===== src/rtl/sme_pkg.sv =====
package sme_pkg;

  localparam int STACK_DEPTH = 64;
  localparam int HEAP_DEPTH  = 256;
  localparam int SP_W = $clog2(STACK_DEPTH);
  localparam int CNT_W = $clog2(STACK_DEPTH + 1);
  localparam int HA_W = (HEAP_DEPTH > 1) ? $clog2(HEAP_DEPTH) : 1;
  localparam int HCNT_W = $clog2(HEAP_DEPTH + 1);

  typedef enum logic [3:0] {
    K_PUSH    = 4'd0,
    K_POP     = 4'd1,
    K_ADD     = 4'd2,
    K_SUB     = 4'd3,
    K_MUL     = 4'd4,
    K_DIV     = 4'd5,
    K_MOD     = 4'd6,
    K_STORE   = 4'd7,
    K_LOAD    = 4'd8,
    K_CHAROUT = 4'd9,
    K_INTOUT  = 4'd10,
    K_CHARIN  = 4'd11,
    K_INTIN   = 4'd12
  } kind_t;

  localparam logic [2:0] ST_OK    = 3'd0;
  localparam logic [2:0] ST_UNDER = 3'd1;
  localparam logic [2:0] ST_OVER  = 3'd2;
  localparam logic [2:0] ST_DIVZ  = 3'd3;
  localparam logic [2:0] ST_ADDR  = 3'd4;

  localparam logic [1:0] EM_NONE = 2'd0;
  localparam logic [1:0] EM_CHAR = 2'd1;
  localparam logic [1:0] EM_INT  = 2'd2;

  // Commands from the controller to the datapath.
  typedef struct packed {
    logic clr_step;    // heap clearing write at clr address
    logic load_item;   // capture input item
    logic exec;        // evaluate operation on read operands
    logic div_start;
    logic finish;      // commit and build result
  } cmd_t;

  typedef struct packed {
    logic clr_done;
    logic div_busy;
    logic need_div;
    logic need_heap;
  } stat_t;

endpackage


===== src/rtl/sme_ctrl.sv =====
module sme_ctrl import sme_pkg::*; (
  input  logic clk,
  input  logic rst_n,
  input  logic in_fire,
  input  logic out_fire,
  input  stat_t stat,
  output cmd_t cmd,
  output logic in_ready,
  output logic out_valid
);

  typedef enum logic [7:0] {
    S_CLR  = 8'b0000_0001,
    S_IDLE = 8'b0000_0010,
    S_READ = 8'b0000_0100,
    S_EXEC = 8'b0000_1000,
    S_DIV  = 8'b0001_0000,
    S_DIVW = 8'b0010_0000,
    S_FIN  = 8'b0100_0000,
    S_HEAP = 8'b1000_0000
  } state_t;

  state_t state_r, state_nxt;
  logic   ov_r, ov_nxt;

  assign in_ready = (state_r == S_IDLE) && (!ov_r || out_fire);
  assign out_valid = ov_r;

  always_comb begin
    cmd = '0;
    state_nxt = state_r;
    ov_nxt = ov_r && !out_fire;
    unique case (state_r)
      S_CLR: begin
        cmd.clr_step = !stat.clr_done;
        if (stat.clr_done) state_nxt = S_IDLE;
      end
      S_IDLE: begin
        if (in_fire) begin
          cmd.load_item = 1'b1;
          state_nxt = S_READ;
        end
      end
      S_READ: state_nxt = S_EXEC;
      S_EXEC: begin
        cmd.exec = 1'b1;
        state_nxt = S_DIV;
      end
      S_DIV: begin
        if (stat.need_div) begin
          cmd.div_start = 1'b1;
          state_nxt = S_DIVW;
        end else if (stat.need_heap) begin
          state_nxt = S_HEAP;
        end else begin
          state_nxt = S_FIN;
        end
      end
      S_DIVW: if (!stat.div_busy) state_nxt = S_FIN;
      S_HEAP: state_nxt = S_FIN;
      S_FIN: begin
        cmd.finish = 1'b1;
        ov_nxt = 1'b1;
        state_nxt = S_IDLE;
      end
      default: state_nxt = S_IDLE;
    endcase
  end

  always_ff @(posedge clk) begin
    if (!rst_n) begin
      state_r <= S_CLR;
      ov_r <= 1'b0;
    end else begin
      state_r <= state_nxt;
      ov_r <= ov_nxt;
    end
  end

`ifndef SYNTHESIS
  a_onehot: assert property (@(posedge clk) disable iff (!rst_n)
    $onehot(state_r)) else $error("state not one-hot");
  a_fin_valid: assert property (@(posedge clk) disable iff (!rst_n)
    state_r == S_FIN |=> out_valid) else $error("result lost");
  a_no_in_clr: assert property (@(posedge clk) disable iff (!rst_n)
    state_r == S_CLR |-> !in_ready) else $error("item taken during clear");
`endif

endmodule


===== config.mk =====
export PLATFORM = sky130hd
export DESIGN_NAME = sme_ctrl
export DESIGN_NICKNAME = d
export VERILOG_FILES = /design/src/rtl/sme_pkg.sv /design/src/rtl/sme_ctrl.sv
export SDC_FILE = /design/constraint.sdc
export NUM_CORES = 1
export LEC_CHECK = 0
export ABC_AREA = 1
export BUFFER_PORTS_ARGS = -buffer_cell sky130_fd_sc_hd__buf_2
export CELL_PAD_IN_SITES_DETAIL_PLACEMENT = 0
export CELL_PAD_IN_SITES_GLOBAL_PLACEMENT = 1
export CORE_MARGIN = 8
export CORE_UTILIZATION = 29
export DETAILED_ROUTE_END_ITERATION = 8
export PLACE_DENSITY_LB_ADDON = 0.1
export SLEW_MARGIN = 25
export SYNTH_ARGS = -nofsm -noshare
export SYNTH_HDL_FRONTEND = slang
export SYNTH_SLANG_ARGS = --single-unit

===== constraint.sdc =====
create_clock -name clk -period 1 [get_ports clk]
set_input_delay 0.2 -clock clk [delete_from_list [all_inputs] [get_ports clk]]
set_output_delay 0.2 -clock clk [all_outputs]
set_load 0.02 [all_outputs]

==> results.py <==
metrics = {
    "die": {
        "rows": 15,
        "dieArea_um2": 3420,
        "core-area_um2": 1710,
        "initial_core_util_pct": 30.6,
        "die_h_um": 58.5,
        "num_io_pins": 15,
        "die_x_um": 58.5,
    },
    "worst_setup_path": {
        "crit_path_end_kind": "primary output",
        "crit_buf_inv": 2,
        "crit_fanout": 3,
        "startpoint_type": "register",
        "slowest_stage": "dfxtp_4",
        "worstPathCellList": "inv_4 > nor2_4 > nand4_4 > a21oi_4 > buf_6",
        "cp.arrival_ps": 1240,
        "cp.required_ps": 800,
        "critPathKind": "register to primary output",
        "cp_slowest_stage_delay_ps": 370,
        "critPathTopFamily": "flip-flops",
    },
    "synth": {
        "yosys_warnings": 0,
        "synth-edff-count": 0,
        "synth_area_leaders": "dfxtp_1 34%, nor2_1 12%, nand2_1 11%, inv_1 7.9%, nor2_4 6.5%",
        "synthesis.instances": 79,
        "synth_top_area_share_pct": 34.4,
        "syn_area_um2": 523,
        "syn_area_per_cell_um2": 6.62,
        "synth_seq_cells": 9,
        "synth_largest_area_cell": "dfxtp_1",
        "synth_cell_type_count": 18,
        "ys_async_sr_fraction_pct": 0,
        "syn-num-nets": 87,
        "synth_ff_type": "dfxtp_1",
        "yosysMostFrequentCell": "nor2_1",
        "yosysSeqAreaShare_pct": 34.4,
        "synth_common_cells": "17 x nor2_1, 16 x nand2_1, 11 x inv_1",
    },
    "pwr": {
        "ir_drop_v": 0.000593,
        "p_leak_nw": 0.452,
        "seqPwrFrac_pct": 43.7,
        "combinationalPowerShare_pct": 22.9,
        "power_frac_clock_pct": 33.4,
        "power_switching_mw": 0.255,
        "power_switching_share_pct": 29.4,
        "p_int_mw": 0.613,
        "powerDensity_nw_per_um2": 875,
        "power_mw": 0.868,
    },
    "global_route": {
        "grt_max_degree": 7,
        "antenna_found_initial": 0,
        "grt_first_pass_wirelength_mm": 2.47,
        "grt_usage_pct": 9.46,
        "grt_pass1_vias": 608,
        "overflow": 0,
    },
    "worst_hold_path": {
        "hold_class": "primary input to register",
    },
    "final_layout": {
        "areaGrowthSynthToFinish_pct": 89.7,
        "final_layout_size_suffix_gt1_share_pct": 70.8,
        "final_area_um2": 992,
        "fill_cells": 174,
        "antennaDiodeCount": 0,
        "final_util_pct": 58.1,
        "nets": 122,
    },
    "clock_tree": {
        "clock-sinks": 9,
        "root_buffer": "clkbuf_4",
        "cts_made_buffers": 3,
        "cts_tree": "yes",
        "clkTransAtPathRegs_ps": 70,
        "h-tree-depth": 1,
        "clock_path_buffers": 2,
        "clk_latency_ps": 270,
    },
    "sta": {
        "maxSlewViolCount": 0,
        "fin_setup_tns_ps": -3630,
        "worst_pin_slew_ps": 279,
        "layout_setup_ws_ps": -438,
        "max_freq_ghz": 0.696,
        "finClkSkew_ps": 5.58,
        "rsz0062_at_grt": "yes",
        "period_minus_slack_ps": 1440,
        "hold_viol": 0,
        "slew_headroom_pct": 81.4,
        "fin_crit_sh_pct": 144,
        "setup_violations": 14,
    },
    "placement": {
        "dpl_cell_area_um2": 736,
        "post-place-ws_ps": -230,
        "port_buffers": 14,
        "dp.final_hpwl_mm": 1.09,
        "place_congestion": 0.741,
    },
    "job": {
        "cap_violations": 0,
    },
    "routing": {
        "drtIter0Drc": 2,
        "dr.pass1.iters": 2,
        "postRouteAntennaNets": 0,
        "routed_wirelength_mm": 1.56,
        "wire_per_inst_um": 11.3,
        "vias": 605,
        "remaining_drc_errors": 0,
        "vias_per_cell": 4.38,
    },
    "status": {
        "status": "finished, violations left",
        "violations": "negative setup slack",
    },
}
placed cells by master (no fill, tap or decap):
master	Yosys	layout
inv_4	0	1
dfxtp_2	0	6
dfxtp_4	0	3
buf_2	0	7
nor2_2	2	3
nor2_1	17	8
nand4_1	1	1
clkbuf_1	0	1
nand4_4	0	1
nand2_1	16	11
nand3_4	0	3
inv_2	2	6
buf_4	1	14
nor3_2	0	1
nand3b_1	1	1
buf_6	0	10
clkbuf_4	0	3
and3_1	1	1
a21oi_2	0	2
inv_1	11	6
nand2_2	2	6
nand3_1	5	3
nor2_4	3	11
a21oi_4	0	1
nand2_4	1	2
nor3_1	2	1
state kept, by name, indices dropped and copies added, names as in the netlist:
signal and flops:
out_valid 1, state_r 8
cell type report:
class / instances / area [µm²] / share of cell area, %
repair buffers: 31 / 253 / 25.5
flip-flops and latches: 9 / 199 / 20.1
well taps: 25 / 31.3 / 3.15
multi-input cells: 56 / 432 / 43.5
inverters: 13 / 51.3 / 5.17
clock buffers: 4 / 26.3 / 2.65
through the flow:
| stage | std cells | hold WS (ps) |
|---|---|---|
| 2_1_floorplan | 79 | 270 |
| 3_5_place_dp | 125 | 412 |
| 5_1_grt | 138 | 130 |
| 3_3_place_gp | 125 | 411 |
| 4_1_cts | 135 | 119 |
| 6_report | 138 | 127 |
path summary, 6_finish.rpt:
path	endpoint	cells after the start	startpoint	slack, ps
max	in_ready	5	state_r[1]	-440
min	state_r[0]	2	rst_n	130
max reg2reg	state_r[1]	9	state_r[1]	-290
min reg2reg	out_valid	2	out_valid	510
power groups by stage:
stage | Sequential [mW] | Clock [mW] | Combinational [mW]
2_1_floorplan | 0.383 | 0 | 0.0875
3_3_place_gp | 0.384 | 0 | 0.135
3_5_place_dp | 0.384 | 0 | 0.136
4_1_cts | 0.381 | 0.303 | 0.185
5_1_grt | 0.381 | 0.309 | 0.216
6_report | 0.380 | 0.290 | 0.198
per-layer routing:
layer  part of all wire (%)  global-route usage, %  routed length [µm]  vias to the layer above
li1                       -                      -                   -                      314
met2                     48                   15.4                 753                       15
met1                     43                   10.6                 675                      271
met4                    1.9                   5.24                  29                        0
met3                    6.3                   3.04                  98                        5
met5                      0                      0                   0                        -
cell families after synthesis:
family	Yosys count	synth area share [%]
AND/OR/NAND/NOR	53	51.9
flip-flops	9	34.4
AO/OA/AOI/OAI	3	2.87
buffers and inverters	14	10.8
timing repair:
item	4_1_cts	5_1_grt
endpoints found under the setup margin	13	14
pin swaps	8	12
gates cloned	0	0
buffers inserted	6	4
hold buffers	0	0
gates resized for setup	28	21
No activity file was read; power rests on OpenSTA's default activity.
